$ cat src/sv/fbpa_pkg.sv
// shared widths, codes and types for the fixed block pool allocator
`timescale 1ns / 1ps

package fbpa_pkg;

    // fixed field widths
    localparam int ADDR_W    = 32;
    localparam int BSIZE_W   = 16;
    localparam int CMD_W     = 2;
    localparam int STATUS_W  = 3;
    localparam int CFG_IDX_W = 2;

    // iterative divider: one quotient bit per step
    localparam int DIV_STEPS = ADDR_W;
    localparam int DIV_CNT_W = $clog2(DIV_STEPS);

    // smallest legal block size in bytes
    localparam logic [BSIZE_W-1:0] MIN_BLOCK_SIZE = BSIZE_W'(4);

    // commands
    localparam logic [CMD_W-1:0] CMD_CREATE  = 2'd0;
    localparam logic [CMD_W-1:0] CMD_GET     = 2'd1;
    localparam logic [CMD_W-1:0] CMD_RELEASE = 2'd2;
    localparam logic [CMD_W-1:0] CMD_DELETE  = 2'd3;

    // result status codes
    localparam logic [STATUS_W-1:0] ST_OK           = 3'd0;
    localparam logic [STATUS_W-1:0] ST_BAD_SIZE     = 3'd1;
    localparam logic [STATUS_W-1:0] ST_NO_POOL      = 3'd2;
    localparam logic [STATUS_W-1:0] ST_NONE_FREE    = 3'd3;
    localparam logic [STATUS_W-1:0] ST_BAD_ADDR     = 3'd4;
    localparam logic [STATUS_W-1:0] ST_ALREADY_FREE = 3'd5;
    localparam logic [STATUS_W-1:0] ST_IN_USE       = 3'd6;

    // configuration register indexes
    localparam logic [CFG_IDX_W-1:0] CFG_BASE_ADDRESS = 2'd0;
    localparam logic [CFG_IDX_W-1:0] CFG_POOL_LENGTH  = 2'd1;
    localparam logic [CFG_IDX_W-1:0] CFG_BLOCK_SIZE   = 2'd2;
    localparam logic [CFG_IDX_W-1:0] CFG_FORCE_DELETE = 2'd3;

    // configuration reset values
    localparam logic [ADDR_W-1:0]  RST_BASE_ADDRESS = 32'd0;
    localparam logic [ADDR_W-1:0]  RST_POOL_LENGTH  = 32'd16384;
    localparam logic [BSIZE_W-1:0] RST_BLOCK_SIZE   = 16'd16;

    // divider result handed back to the sequencer
    typedef struct packed {
        logic               done;
        logic [ADDR_W-1:0]  quotient;
        logic [BSIZE_W-1:0] remainder;
    } div_res_t;

endpackage

$ cat src/sv/fbpa_div.sv
// iterative restoring divider, one quotient bit per cycle
`timescale 1ns / 1ps

module fbpa_div
    import fbpa_pkg::*;
(
    input  logic               clk,
    input  logic               rst_n,
    input  logic               start,
    input  logic [ADDR_W-1:0]  dividend,
    input  logic [BSIZE_W-1:0] divisor,
    output div_res_t           res
);

    logic                 busy_reg, busy_next;
    logic                 done_reg, done_next;
    logic [DIV_CNT_W-1:0] cnt_reg, cnt_next;
    logic [ADDR_W-1:0]    quo_reg, quo_next;
    logic [BSIZE_W-1:0]   rem_reg, rem_next;
    logic [BSIZE_W-1:0]   dvsr_reg, dvsr_next;

    logic [BSIZE_W:0] shifted;
    logic [BSIZE_W:0] diff;
    logic             fits;

    // one shift and trial subtract
    assign shifted = {rem_reg, quo_reg[ADDR_W-1]};
    assign diff    = shifted - {1'b0, dvsr_reg};
    assign fits    = (shifted >= {1'b0, dvsr_reg});

    // step control
    always_comb
    begin
        busy_next = busy_reg;
        done_next = 1'b0;
        cnt_next  = cnt_reg;
        quo_next  = quo_reg;
        rem_next  = rem_reg;
        dvsr_next = dvsr_reg;
        if (start)
        begin
            busy_next = 1'b1;
            cnt_next  = '0;
            quo_next  = dividend;
            rem_next  = '0;
            dvsr_next = divisor;
        end
        else if (busy_reg)
        begin
            quo_next = {quo_reg[ADDR_W-2:0], fits};
            rem_next = fits ? diff[BSIZE_W-1:0] : shifted[BSIZE_W-1:0];
            cnt_next = cnt_reg + DIV_CNT_W'(1);
            if (cnt_reg == DIV_CNT_W'(DIV_STEPS - 1))
            begin
                busy_next = 1'b0;
                done_next = 1'b1;
            end
        end
    end

    // control registers
    always_ff @(posedge clk or negedge rst_n)
    begin
        if (!rst_n)
        begin
            busy_reg <= 1'b0;
            done_reg <= 1'b0;
            cnt_reg  <= '0;
        end
        else
        begin
            busy_reg <= busy_next;
            done_reg <= done_next;
            cnt_reg  <= cnt_next;
        end
    end

    // datapath registers
    always_ff @(posedge clk)
    begin
        quo_reg  <= quo_next;
        rem_reg  <= rem_next;
        dvsr_reg <= dvsr_next;
    end

    assign res.done      = done_reg;
    assign res.quotient  = quo_reg;
    assign res.remainder = rem_reg;

endmodule

$ cat config.mk
export PLATFORM = sky130hd
export DESIGN_NAME = fbpa_div
export DESIGN_NICKNAME = d
export VERILOG_FILES = /design/src/sv/fbpa_pkg.sv /design/src/sv/fbpa_div.sv
export SDC_FILE = /design/constraint.sdc
export NUM_CORES = 1
export LEC_CHECK = 0
export ABC_AREA = 1
export ABC_CLOCK_PERIOD_IN_PS = 3950
export BUFFER_PORTS_ARGS = -buffer_cell sky130_fd_sc_hd__buf_2
export CAP_MARGIN = 20
export CORE_MARGIN = 4
export CORE_UTILIZATION = 58
export DETAILED_ROUTE_END_ITERATION = 16
export PLACE_DENSITY = 0.91
export REMOVE_ABC_BUFFERS = 1
export SLEW_MARGIN = 20
export SYNTH_ARGS = -nofsm -noshare
export SYNTH_HDL_FRONTEND = slang
export SYNTH_SLANG_ARGS = --single-unit
export TNS_END_PERCENT = 10
$ cat constraint.sdc
create_clock -name clk -period 3.95 [get_ports clk]
set_input_delay 0.5925 -clock clk [delete_from_list [all_inputs] [get_ports clk]]
set_output_delay 0.5925 -clock clk [all_outputs]
set_load 0.005 [all_outputs]
Word-level counts from Yosys, hierarchy flattened:

Cells that the tools add are included.

* add/sub/neg operators: 2
* order comparisons: 1
* eq/ne operators: 1
* multiplexer cells: 11
* reductions and logical operators: 1

Operators by type and width (count)
* 32-bit two-way mux: 2
* 17-bit by 16-bit >= comparator with 1-bit output: 1
* 16-bit two-way mux: 1
* 16-bit subtractor: 1
* 5-bit two-way mux: 2
* 1-bit two-way mux: 6
* 5-bit by 1-bit adder with 5-bit output, second input constant: 1
* 5-bit equality test, second input constant: 1
* 2-bit nonzero test: 1

* register bits: 71
* input port bits: 51
* logic and storage cells: 22

Depth between registers and ports, before layout:

* word-level depth: 4
* depth in mapped cells: 14
* gate-level depth less buffers: 14

Least setup slack after synthesis:

OpenSTA, ideal clock, no wires.

* path kind: input port to flip-flop
* start point: input port start
* end point: register quo_reg[0], enable pin
* library setup time: 0.409 ns
* arrival time: 1.837 ns
* required time: 3.541 ns
* path slack: 1.704 ns
* stages on the path: 3
* cells stage by stage: nor2_1 > inv_1 > clkbuf_1

* cells in the longest elaborated chain, start to end: 1

RTL lines
* from (decl): line fbpa_div.sv:9 `input logic start,`
* 2-bit nonzero test (no source line)
* to (signal assigned): line fbpa_div.sv:81 `quo_reg <= quo_next;`
* to (decl): line fbpa_div.sv:18 `logic [ADDR_W-1:0] quo_reg, quo_next;`

Every way passes these cells.
A chain may end at the register's enable or synchronous reset.

Worst setup path after layout:

* start point: input port start
* end point: register quo_reg[8] (data pin)

* cells in the longest elaborated chain, start to end: 1

RTL lines
* 32-bit two-way mux: line fbpa_div.sv:40 `if (start)`
* net quo_next[8]: line fbpa_div.sv:18

The timed path passes the listed nets, and every way through them passes these cells.

==> run metrics <==
relative slew slack 40.89%; # port buffers 99; Final Hold Fails 0; Rows 30; Total GRT Usage between 20% and 30%; routed length on met3 865 um; CTS-repair resized insts 0; DR WL/cell 14.50 um; R2R Path End quo_reg[31]; CTS tree built; Layout Nets 681; YS warnings 0; actual slew at the worst max-slew pin between 0.8 and 0.9 ns; Net Sw Frac between 30% and 40%; FF+latch area 0.001937 mm^2; core area 0.006756 mm^2; leakage 0.002584 uW; Worst EP required 4.04 ns; Largest register FFs 32; min Tclk post-route 2.363 ns; vias per cell approximately 5.4; Post-synth EDFFs 48; most frequent cell after synthesis nand2_1; gpl congestion 0.9053; Avg Inst Size Synth 7.877 um^2; Reg2Reg Depth 3; Ant. Diodes 0; Fin Setup TNS 0 ns; share of cells above drive strength 1 roughly 22%; DP HPWL approximately 7200 um; FF-to-FF Start busy_reg; HP Class in2async; Seq/Total Area, Yosys 48.12%; Max FO, Critical Path 53; Die Wd 91.31 um; # H-tree levels 3; Initial Utilization between 50 and 60%; fraction of registers with async set/reset about a tenth; antenna viol nets, final 0; cell taking the most area after synthesis edfxtp_1; MaxCap Viol Count 0; highest clock rate approximately 0.42 GHz; largest net degree at the start of global routing 54; Clock Sinks just over 70; Vias 3755; Post-Synthesis Cells 511; die height around 90 um; Comb pwr share 41.0%; synthesized flop and latch total 71; CP startpoint kind input pin; Hold WS 0.05041 ns; number of global-route vias before repair 3746; root buf cell clkbuf_8; synth cell count leaders 214 x nand2_1, 72 x inv_1, 48 x edfxtp_1, 35 x nand3_1, 18 x ha_1; antenna violations before repair 0; Pint 1609 uW; worst-case clock skew 0.008585 ns; post-synthesis cell type count 35; drt first pass iters 6; status finished clean; met2 WL post-DR 4876 um; post-CTS setup buffer count 0; R2R Setup Slk 1.67 ns; Final period util 59.82%; hold buffers post-CTS 0; Pwr Density 555.8 mW/mm^2; clk_lat worst skew approximately 0.36 ns; Critical Setup Path Class in2reg; clock share of power a little over a fifth; unrepaired setup endpoints after global routing false; Reg clk slew, reported paths approximately 0.080 ns; Initial DRC Count 296; Routed met1 length 4042 um; Slew Limit Fails 0; CTS Buf Count 9; Multi-input gate area 0.001729 mm^2; top_reg_cell synth edfxtp_1; P_sw 1041 uW; CP arrival 2.46 ns; WL final about 10000 um; Worst VDD drop 0.2998 mV; Layout fillers 512; clock buffer depth 2; Area Overhead vs Synth 18.46%; post-synthesis instance area between 0.004 and 0.005 mm^2; Synth area leaders edfxtp_1 36%, nand2_1 20%, dfxtp_1 8.0%; die area 0.008337 mm^2; # IOs 100; first-pass GRT wire length about 16000 um; Flop pwr share between 30% and 40%; number of remaining DRC errors 0; Synth top area share 35.81%; grt total ovfl 0; Final setup violation count 0; CP Capture Type register; Max Used Layer met4
stage by stage:
step	setup WS [ns]	total power [uW]	cell area [um^2]	cells	util, %
finish	1.587	2650	4768	696	70.57
CTS	1.596	2640	4768	696	70.57
global placement	1.349	2023	4573	680	67.69
detailed placement	1.265	2066	4573	680	67.69
floorplan	2.060	1747	3955	498	-
global route	1.371	2842	4768	696	70.57
cell type report:
class                      count  area share, %
timing repair buffer         102          10.86
inverter                      77          6.061
clock inverter                 4         0.6035
tap                           80          2.099
sequential                    71          40.62
clock buffer                  12          3.490
multi-input combinational    350          36.26
power by group through the flow:
stage	combinational, uW	sequential (uW)	clock (uW)
floorplan	746	1000	0
global placement	1020	1000	0
detailed placement	1060	1000	0
CTS	1070	992	576
global route	1230	1010	610
finish	1090	992	572
cell usage in the layout (no fill, tap or decap), types with 2 or more instances in the layout:
cell and n:
a21oi_1 7, a31oi_1 2, buf_2 99, buf_4 3, clkbuf_8 10, clkinvlp_4 2
dfrtp_1 7, dfxtp_1 16, edfxtp_1 48, ha_1 18, inv_1 72, inv_2 4
nand2_1 214, nand2_2 2, nand2_4 2, nand3_1 35, nand3_2 4, nand3b_1 7
nand4_1 4, nor2_1 17, nor2_2 4, nor3_1 8, o21ai_0 8, o21ai_1 2
o21ai_2 2, o21bai_1 2, xnor2_1 5
routing by layer:
layer / up-vias / GRT usage (%)
met2: 198 / 42.06
met3: 34 / 6.959
li1: 1817 / -
met5: - / 0
met1: 1706 / 29.32
met4: 0 / 11.31
worst max-delay path by stage:
stage	start	endpoint	slack, ns	depth (start not counted)
finish	start	quo_reg[8]	1.59	5
global route	start	quo_reg[0]	1.37	5
CTS	start	quo_reg[8]	1.60	5
detailed placement	start	quo_reg[23]	1.27	5
global placement	start	quo_reg[0]	1.35	5
floorplan	start	quo_reg[0]	2.06	2
cell families (layout without fill, tap and decap cells):
kind of cell	count (synthesis)	after routing	share of synthesized area, %
simple gates	300	300	31.89
xor+xnor	6	6	1.306
buf+inv	90	195	8.921
fa+ha+maj	19	19	6.093
compound gates	25	25	3.668
flops	71	71	48.12
critical path, cell delays in order:
cell and delay, ns:
buf_2 0.10, buf_4 0.47, clkinv_1 0.87, nand2_1 0.30
nand2_1 0.11
Note: power is estimated with default switching activity, not from simulation.
