[src/sv/fbpa_ram.sv]
// generic single write, single read port ram with registered read data
`timescale 1ns / 1ps

module fbpa_ram #(
    parameter int WIDTH = 8,
    parameter int DEPTH = 16,
    localparam int AW = (DEPTH > 1) ? $clog2(DEPTH) : 1
) (
    input  logic             clk,
    input  logic             wr_en,
    input  logic [AW-1:0]    wr_addr,
    input  logic [WIDTH-1:0] wr_data,
    input  logic             rd_en,
    input  logic [AW-1:0]    rd_addr,
    output logic [WIDTH-1:0] rd_data
);

    logic [WIDTH-1:0] mem [DEPTH];
    logic [WIDTH-1:0] rd_data_reg;

    // write port and registered read port
    always_ff @(posedge clk)
    begin
        if (wr_en)
        begin
            mem[wr_addr] <= wr_data;
        end
        if (rd_en)
        begin
            rd_data_reg <= mem[rd_addr];
        end
    end

    assign rd_data = rd_data_reg;

endmodule

[config.mk]
export PLATFORM = sky130hd
export DESIGN_NAME = fbpa_ram
export DESIGN_NICKNAME = d
export VERILOG_FILES = /design/src/sv/fbpa_ram.sv
export SDC_FILE = /design/constraint.sdc
export NUM_CORES = 1
export LEC_CHECK = 0
export BUFFER_PORTS_ARGS = -buffer_cell sky130_fd_sc_hd__buf_2
export CORE_MARGIN = 4
export CORE_UTILIZATION = 38
export CTS_CLUSTER_SIZE = 28
export DETAILED_ROUTE_END_ITERATION = 8
export PLACE_DENSITY_LB_ADDON = 0.3
export SETUP_SLACK_MARGIN = 0.3
export SLEW_MARGIN = 10
export SYNTH_ARGS = -nofsm -noshare
export SYNTH_HDL_FRONTEND = slang
export SYNTH_SLANG_ARGS = --single-unit
[constraint.sdc]
create_clock -name clk -period 3.2 [get_ports clk]
set_input_delay 0.64 -clock clk [delete_from_list [all_inputs] [get_ports clk]]
set_output_delay 0.64 -clock clk [all_outputs]
set_load 0.01 [all_outputs]
---- Yosys cells after proc, flatten, opt, wreduce, memory -nomap -nowiden ----
Memory sizes are Yosys's and may differ from the RTL's. A register that Yosys moved wholly into a read port is not among the register bits.
Index checks and enable logic that the tools add are counted.
word-level totals
  memories kept ........................... 1
  memory bits (writable) .................. 128
  output and inout port bits .............. 8
  bits of input ports ..................... 19
  logic and storage cells ................. 3
  bits in registers ....................... 0
memory list
  memory  words  width  rd ports  clocked after Yosys merged registers in  wr ports  RTL line  text
  mem     16     8      1         1                                        1         18        logic [WIDTH-1:0] mem [DEPTH];
operators by class
  multiplexer cells ....................... 2
operator list
  cell    number
  $mux 1  2

---- Depth between registers and ports, before layout ----
Gate-level depths: netlist (run 1).
  word-level depth ........................ 2
  gate-level depth with buffers ........... 5
  gate-level depth less buffers ........... 3

---- Worst setup path before layout (run 1) ----
Ideal clock, no wire load.
  path kind ............................... input -> register
  start ................................... in wr_addr[2]
  end ..................................... mem mem[0][0], enable pin
  stages on the path ...................... 2
  data required time ...................... 2.817 ns
  path buffers ............................ 0
  data arrival time ....................... 1.750 ns
  path slack .............................. 1.067 ns
  cells stage by stage .................... or3b_2 -> nor3_1
RTL lines
  what         RTL line  text
  from (decl)  11        input logic [AW-1:0] wr_addr,
  to (decl)    18
No word-level cell before the write port.

==> impl_metrics.sql, run 1 <==
INSERT INTO impl_metrics (metric_group, metric, value, unit) VALUES
('layout', 'nFillCells', '1131', ''),
('clocking', 'cts.root.buffer_cell', 'sky130_fd_sc_hd__clkbuf_16', ''),
('yosys', 'synth_fp_nets', '248', ''),
('layout', 'area_growth', '18.4', '%'),
('clocking', 'clk_pin_slew_worst_paths', '0.06', 'ns'),
('sta', 'worst_slack', '1.28', 'ns'),
('layout', 'largest_register_ff_count', '128', ''),
('layout', 'layout-drive-gt1-share', '29.4', '%'),
('routing', 'wire_per_inst', '22.0', 'um'),
('flow_run', 'cap_violations', '0', ''),
('yosys', 'synth-seq-cells', '136', ''),
('worst_setup_path', 'reg2reg_depth', '3', ''),
('global_route', 'first_global_vias', '2572', ''),
('yosys', 'synth.distinct_cells', '18', ''),
('sta', 'max-slew-margin-rel', '41.1', '%'),
('routing', 'ant_nets', '0', ''),
('yosys', 'netlist_top_cells_area', 'sky130_fd_sc_hd__edfxtp_1 78%, sky130_fd_sc_hd__mux4_2 7.8%, sky130_fd_sc_hd__mux4_1 7.0%', ''),
('worst_setup_path', 'timing.critical_path.fanout_max', '18', ''),
('sta', 'grt_setup_unrepaired', 'false', ''),
('placed_design', 'detailedPlace.worstSlack', '0.777', 'ns'),
('clocking', 'tritoncts', 'built', ''),
('placed_design', 'gp_congestion', '0.709', ''),
('floorplanning', 'die-width', '125', 'um'),
('clocking', 'cts.sinks', '136', ''),
('global_route', 'grtUsageTotal', '13.6', '%'),
('pwr', 'leakage', '0.00208', 'uW'),
('clocking', 'cts_buffer_depth', '2', ''),
('floorplanning', 'floorplan.die.height', '125', 'um'),
('hold_path', 'worst_hold_path_cell_count', '1', ''),
('sta', 'fin_crit_sh', '59.9', '%'),
('floorplanning', 'floorplan.initialDensity', '39.2', '%'),
('global_route', 'grt_remaining_overflow', '0', ''),
('sta', 'hold_viol', '0', ''),
('hold_path', 'hp-class', 'input pin to register', ''),
('routing', 'detailedRoute.firstIterationViolations', '280', ''),
('outcome', 'outcome', 'completed', ''),
('clocking', 'post_cts_resize_count', '0', ''),
('global_route', 'wire_length_of_the_first_global_routing_pass', '15300', 'um'),
('worst_setup_path', 'worstSetupStartpointType', 'input pin', ''),
('routing', 'wl', '10300', 'um'),
('floorplanning', 'fp.dieArea', '0.0157', 'sq mm'),
('worst_setup_path', 'critPathKind', 'input pin to register', ''),
('layout', 'insertedDiodeCount', '0', ''),
('routing', 'drtPass1Iterations', '4', ''),
('yosys', 'synthesis.area_per_instance', '22.8', 'sq um'),
('global_route', 'grt_start_max_net_pins', '33', ''),
('yosys', 'post_synth_instance_area', '0.00523', 'sq mm'),
('sta', 'setup_viol', '0', ''),
('sta', 'fin_setup_tns', '0', 'ns'),
('worst_setup_path', 'critPathRequiredTime', '3.35', 'ns'),
('worst_setup_path', 'worstPathCellList', 'buf_2 > buf_4 > mux4_1 > a22oi_1 > nand2_1', ''),
('yosys', 'netlist.area_leader.share', '78.1', '%'),
('worst_setup_path', 'timing.critical_path.max_delay_family', 'buffers and inverters', ''),
('routing', 'dr_total_vias', '2418', ''),
('worst_setup_path', 'timing.critical_path.buf_inv', '2', ''),
('sta', 'fin_worst_hold_slack', '0.625', 'ns'),
('worst_setup_path', 'worst_path_largest_cell_delay', '0.38', 'ns'),
('yosys', 'synth-seq-area-share', '78.1', '%'),
('sta', 'timing.final.crit_period', '1.92', 'ns'),
('global_route', 'grt_antenna_before_repair', '0', ''),
('sta', 'clock_skew_after_layout', '0.00695', 'ns'),
('floorplanning', 'io_pins', '27', ''),
('layout', 'finalNetCount', '299', ''),
('routing', 'drc_errors', '0', ''),
('pwr', 'max-vdd-ir-drop', '0.000411', 'V'),
('pwr', 'finalPower', '4060', 'uW'),
('clocking', 'cts_buffers', '17', ''),
('clocking', 'cts.htree.levels', '4', ''),
('yosys', 'synth_top_area_cell', 'sky130_fd_sc_hd__edfxtp_1', ''),
('placed_design', 'dp_hpwl', '6490', 'um'),
('clocking', 'holdBufCountCts', '0', '');
worst reg2reg max path, cell delays in order, from the launching register on:
cell and delay, ns:
sky130_fd_sc_hd__edfxtp_1 0.37, sky130_fd_sc_hd__mux4_1 0.53, sky130_fd_sc_hd__a22oi_1 0.27, sky130_fd_sc_hd__nand2_1 0.09
cells in the mapped netlist:
library cell and instances:
sky130_fd_sc_hd__nor3_1 4, sky130_fd_sc_hd__edfxtp_1 136, sky130_fd_sc_hd__and2b_1 1, sky130_fd_sc_hd__buf_2 3, sky130_fd_sc_hd__nand3_1 1, sky130_fd_sc_hd__nand2_1 9, sky130_fd_sc_hd__nand2b_1 2, sky130_fd_sc_hd__nand3b_1 2
sky130_fd_sc_hd__nor2b_1 1, sky130_fd_sc_hd__nor2_1 13, sky130_fd_sc_hd__mux4_2 18, sky130_fd_sc_hd__a22oi_1 16, sky130_fd_sc_hd__buf_4 1, sky130_fd_sc_hd__and2_1 1, sky130_fd_sc_hd__buf_6 3, sky130_fd_sc_hd__clkdlybuf4s25_2 3
sky130_fd_sc_hd__mux4_1 14, sky130_fd_sc_hd__or3b_2 1
logic make-up after synthesis:
kind of cell / Yosys count / synth area share, %
AOI/OAI and AO/OA: 16 / 2.30
buffers and inverters: 10 / 1.65
muxes: 32 / 14.8
DFF: 136 / 78.1
and+or+nand+nor: 35 / 3.14
power breakdown:
| part | internal (uW) | total (uW) | leakage [uW] | switching, uW |
|---|---|---|---|---|
| clock | 1200 | 1860 | 0.000282 | 656 |
| sequential | 2010 | 2020 | 0.00124 | 11.1 |
| combinational | 75.4 | 181 | 0.000563 | 106 |
| total | 3280 | 4060 | 0.00208 | 773 |
worst paths after layout:
| check | start | endpoint | slack (ns) |
|---|---|---|---|
| setup / recovery | rd_addr[1] | rd_data[0]$_DFFE_PP_ | 1.28 |
| hold / removal | wr_data[5] | mem[13][5]$_DFFE_PP_ | 0.63 |
| setup reg to reg | mem[6][0]$_DFFE_PP_ | rd_data[0]$_DFFE_PP_ | 1.70 |
| hold reg to reg | mem[14][1]$_DFFE_PP_ | rd_data[1]$_DFFE_PP_ | 0.74 |
area by class of cell:
cell class | instances | area, sq um | share of cell area, %
sequential | 136 | 4080 | 66.0
multi-input combinational | 83 | 1060 | 17.1
clock inverter | 14 | 138 | 2.22
timing repair buffer | 42 | 263 | 4.24
tap | 176 | 220 | 3.56
clock buffer | 18 | 429 | 6.93
stage by stage:
step           instances  instance area (sq um)
2_1_floorplan        229                   5230
3_3_place_gp         437                   5620
3_5_place_dp         437                   5620
4_1_cts              469                   6190
5_1_grt              469                   6190
6_report             469                   6190
placed cells by master (no fill, tap or decap), drive strengths merged, types with 3 or more instances in the layout:
master	count
a22oi	16
buf	42
bufinv	3
clkbuf	18
clkinv	11
edfxtp	136
mux4	32
nand2	9
nor2	13
nor3	4
layer usage:
layer  up-vias  wire (um)  GRT usage (%)
met5         -          0              0
li1       1086          -              -
met2        68       5070           20.9
met4         0        144           5.74
met3         8        538           3.54
met1      1256       4560           18.5
Note: power is estimated with default switching activity, not from simulation.
==> run 2, diff against run 1 <==
==> constraint.sdc (replaced) <==
create_clock -name clk -period 1.7 [get_ports clk]
set_input_delay 0.34 -clock clk [delete_from_list [all_inputs] [get_ports clk]]
set_output_delay 0.34 -clock clk [all_outputs]
set_load 0.01 [all_outputs]
==> impl_metrics.sql, run 2 (synthesis gave the netlist of run 1 again) <==
INSERT INTO impl_metrics (metric_group, metric, value, unit) VALUES
('outcome', 'outcome', 'completed', ''),
('worst_setup_path', 'timing.critical_path.from', 'mem[3][6]$_DFFE_PP_', ''),
('routing', 'routed-wl-met3', '618', 'um'),
('sta', 'hold_viol', '0', ''),
('worst_setup_path', 'reg2reg_depth', '3', ''),
('floorplanning', 'die-width', '125', 'um'),
('pwr', 'leakage', '0.00208', 'uW'),
('layout', 'largest_register_ff_count', '128', ''),
('worst_setup_path', 'worst-r2r-setup-slack', '0.29', 'ns'),
('worst_setup_path', 'worstSetupStartpointType', 'register', ''),
('layout', 'layout-drive-gt1-share', '41.4', '%'),
('layout', 'final_cell_count_without_fillers', '480', ''),
('clocking', 'cts_buffers', '17', ''),
('placed_design', 'placement.io_buffers', '26', ''),
('routing', 'drtPass1Iterations', '4', ''),
('worst_setup_path', 'critPathKind', 'register to register', ''),
('clocking', 'clock_latency_on_the_worst_skew_pair', '0.41', 'ns'),
('sta', 'grt_setup_unrepaired', 'true', ''),
('hold_path', 'hp-class', 'input pin to register', ''),
('layout', 'area_growth', '21.5', '%'),
('routing', 'dr_total_vias', '2445', ''),
('sta', 'worstMarginPinSlew', '0.947', 'ns'),
('worst_setup_path', 'worstSetupEndpointType', 'register', ''),
('global_route', 'first_global_vias', '2592', ''),
('floorplanning', 'floorplan.die.height', '125', 'um'),
('floorplanning', 'fp.dieArea', '0.0157', 'sq mm'),
('worst_setup_path', 'reg2reg_to', 'rd_data[6]$_DFFE_PP_', ''),
('sta', 'fmax', '711', 'MHz'),
('global_route', 'grt_antenna_before_repair', '0', ''),
('flow_run', 'cap_violations', '0', ''),
('pwr', 'finalPower', '7240', 'uW'),
('global_route', 'grt_remaining_overflow', '0', ''),
('clocking', 'cts_setup_buffers', '0', ''),
('routing', 'met1_length', '4230', 'um'),
('clocking', 'cts_buffer_depth', '2', ''),
('clocking', 'cts.sinks', '136', ''),
('layout', 'insertedDiodeCount', '0', ''),
('placed_design', 'dp_cells', '447', ''),
('routing', 'routed.top_layer', 'met4', ''),
('worst_setup_path', 'worstPathCellList', 'mux4_2 > a22oi_2 > nand2_1', ''),
('global_route', 'grt_start_max_net_pins', '19', ''),
('sta', 'fin_crit_sh', '82.8', '%'),
('floorplanning', 'std_cell_rows', '42', ''),
('worst_setup_path', 'critPathRequiredTime', '1.84', 'ns'),
('sta', 'fin_worst_hold_slack', '0.282', 'ns'),
('pwr', 'p_per_area', '1140', 'mW/mm^2'),
('worst_setup_path', 'worst_ep_arrival_time', '1.55', 'ns'),
('layout', 'utilization', '47.6', '%'),
('sta', 'clock_skew_after_layout', '0.00451', 'ns'),
('routing', 'ant_nets', '0', ''),
('floorplanning', 'core_area', '0.0133', 'sq mm'),
('hold_path', 'worst_hold_path_cell_count', '1', ''),
('worst_setup_path', 'timing.critical_path.fanout_max', '1', ''),
('clocking', 'tritoncts', 'built', ''),
('routing', 'wl', '9850', 'um'),
('routing', 'post_drt_via_cell_ratio', '5.09', ''),
('clocking', 'holdBufCountCts', '0', ''),
('routing', 'detailedRoute.firstIterationViolations', '197', ''),
('sta', 'slew_violations', '0', ''),
('routing', 'wire_per_inst', '20.5', 'um'),
('routing', 'met2WireLength', '4860', 'um'),
('worst_setup_path', 'crit-reg2reg-launch', 'mem[3][6]$_DFFE_PP_', ''),
('global_route', 'grtUsageTotal', '13.5', '%'),
('layout', 'final_common_cell', 'sky130_fd_sc_hd__edfxtp_1', ''),
('layout', 'finalNetCount', '310', ''),
('worst_setup_path', 'worst_path_largest_cell_delay', '0.49', 'ns'),
('placed_design', 'dp_hpwl', '6580', 'um'),
('global_route', 'wire_length_of_the_first_global_routing_pass', '15500', 'um'),
('floorplanning', 'io_pins', '27', ''),
('clocking', 'cts.htree.levels', '4', ''),
('sta', 'fin_setup_tns', '0', 'ns'),
('sta', 'timing.final.crit_period', '1.41', 'ns'),
('layout', 'most-common-layout-cells', '136 x sky130_fd_sc_hd__edfxtp_1, 32 x sky130_fd_sc_hd__mux4_2, 25 x sky130_fd_sc_hd__buf_2', ''),
('placed_design', 'gp_congestion', '0.740', ''),
('pwr', 'max-vdd-ir-drop', '0.000700', 'V'),
('worst_setup_path', 'critical_path.slowest_cell', 'sky130_fd_sc_hd__mux4_2', ''),
('sta', 'max-slew-margin-rel', '36.6', '%'),
('clocking', 'clk_pin_slew_worst_paths', '0.05', 'ns'),
('clocking', 'cts.root.buffer_cell', 'sky130_fd_sc_hd__clkbuf_16', ''),
('sta', 'setup_viol', '0', ''),
('floorplanning', 'floorplan.initialDensity', '39.2', '%'),
('routing', 'drc_errors', '0', ''),
('worst_setup_path', 'cp-endpoint', 'rd_data[6]$_DFFE_PP_', '');
[run 2: worst min path at each step]
| stage | from | to |
|---|---|---|
| 2_1_floorplan | wr_data[0] | mem[0][0]$_DFFE_PP_ |
| 3_3_place_gp | rd_en | rd_data[1]$_DFFE_PP_ |
| 3_5_place_dp | rd_en | rd_data[1]$_DFFE_PP_ |
| 4_1_cts | rd_en | rd_data[7]$_DFFE_PP_ |
| 5_1_grt | rd_en | rd_data[2]$_DFFE_PP_ |
| 6_report | rd_en | rd_data[2]$_DFFE_PP_ |
[run 2: critical path: cells and delay by family (launching register included)]
family / cells / cell delay (ns)
simple gates: 1 / 0.10
flops: 1 / 0.36
mux: 1 / 0.49
compound gates: 1 / 0.19
[run 2: metal layers]
metal / vias to the layer above / global-route usage [%]
li1: 1100 / -
met1: 1258 / 18.4
met2: 75 / 20.9
met3: 12 / 4.09
met4: 0 / 4.78
met5: - / 0
[run 2: where the power goes]
group          total [uW]  leakage, uW  switching [uW]  internal (uW)
Clock                3040     0.000241            1230           1800
Sequential           3800      0.00124            17.0           3780
Combinational         404     0.000607             220            184
[run 2: final cells by class]
cell class / instances / area (sq um)
timing repair buffer: 53 / 464
tap: 176 / 220
sequential: 136 / 4080
fill: 1118 / 7000
clock buffer: 18 / 429
multi-input combinational: 83 / 1090
clock inverter: 14 / 66.3
[run 2: metrics by stage]
step / setup WS, ns / instance area [sq um]
final: 0.293 / 6350
after CTS: 0.271 / 6300
after floorplan: 0.160 / 5250
after global placement: -0.186 / 5770
after global routing: 0.248 / 6350
after detailed placement: -0.192 / 5770
[run 2: what timing repair did]
action,CTS,global route
gates resized for setup,7,7
endpoints found under the hold margin,0,0
endpoints found under the setup margin,8,8
pin swaps,0,6
gates cloned,0,1
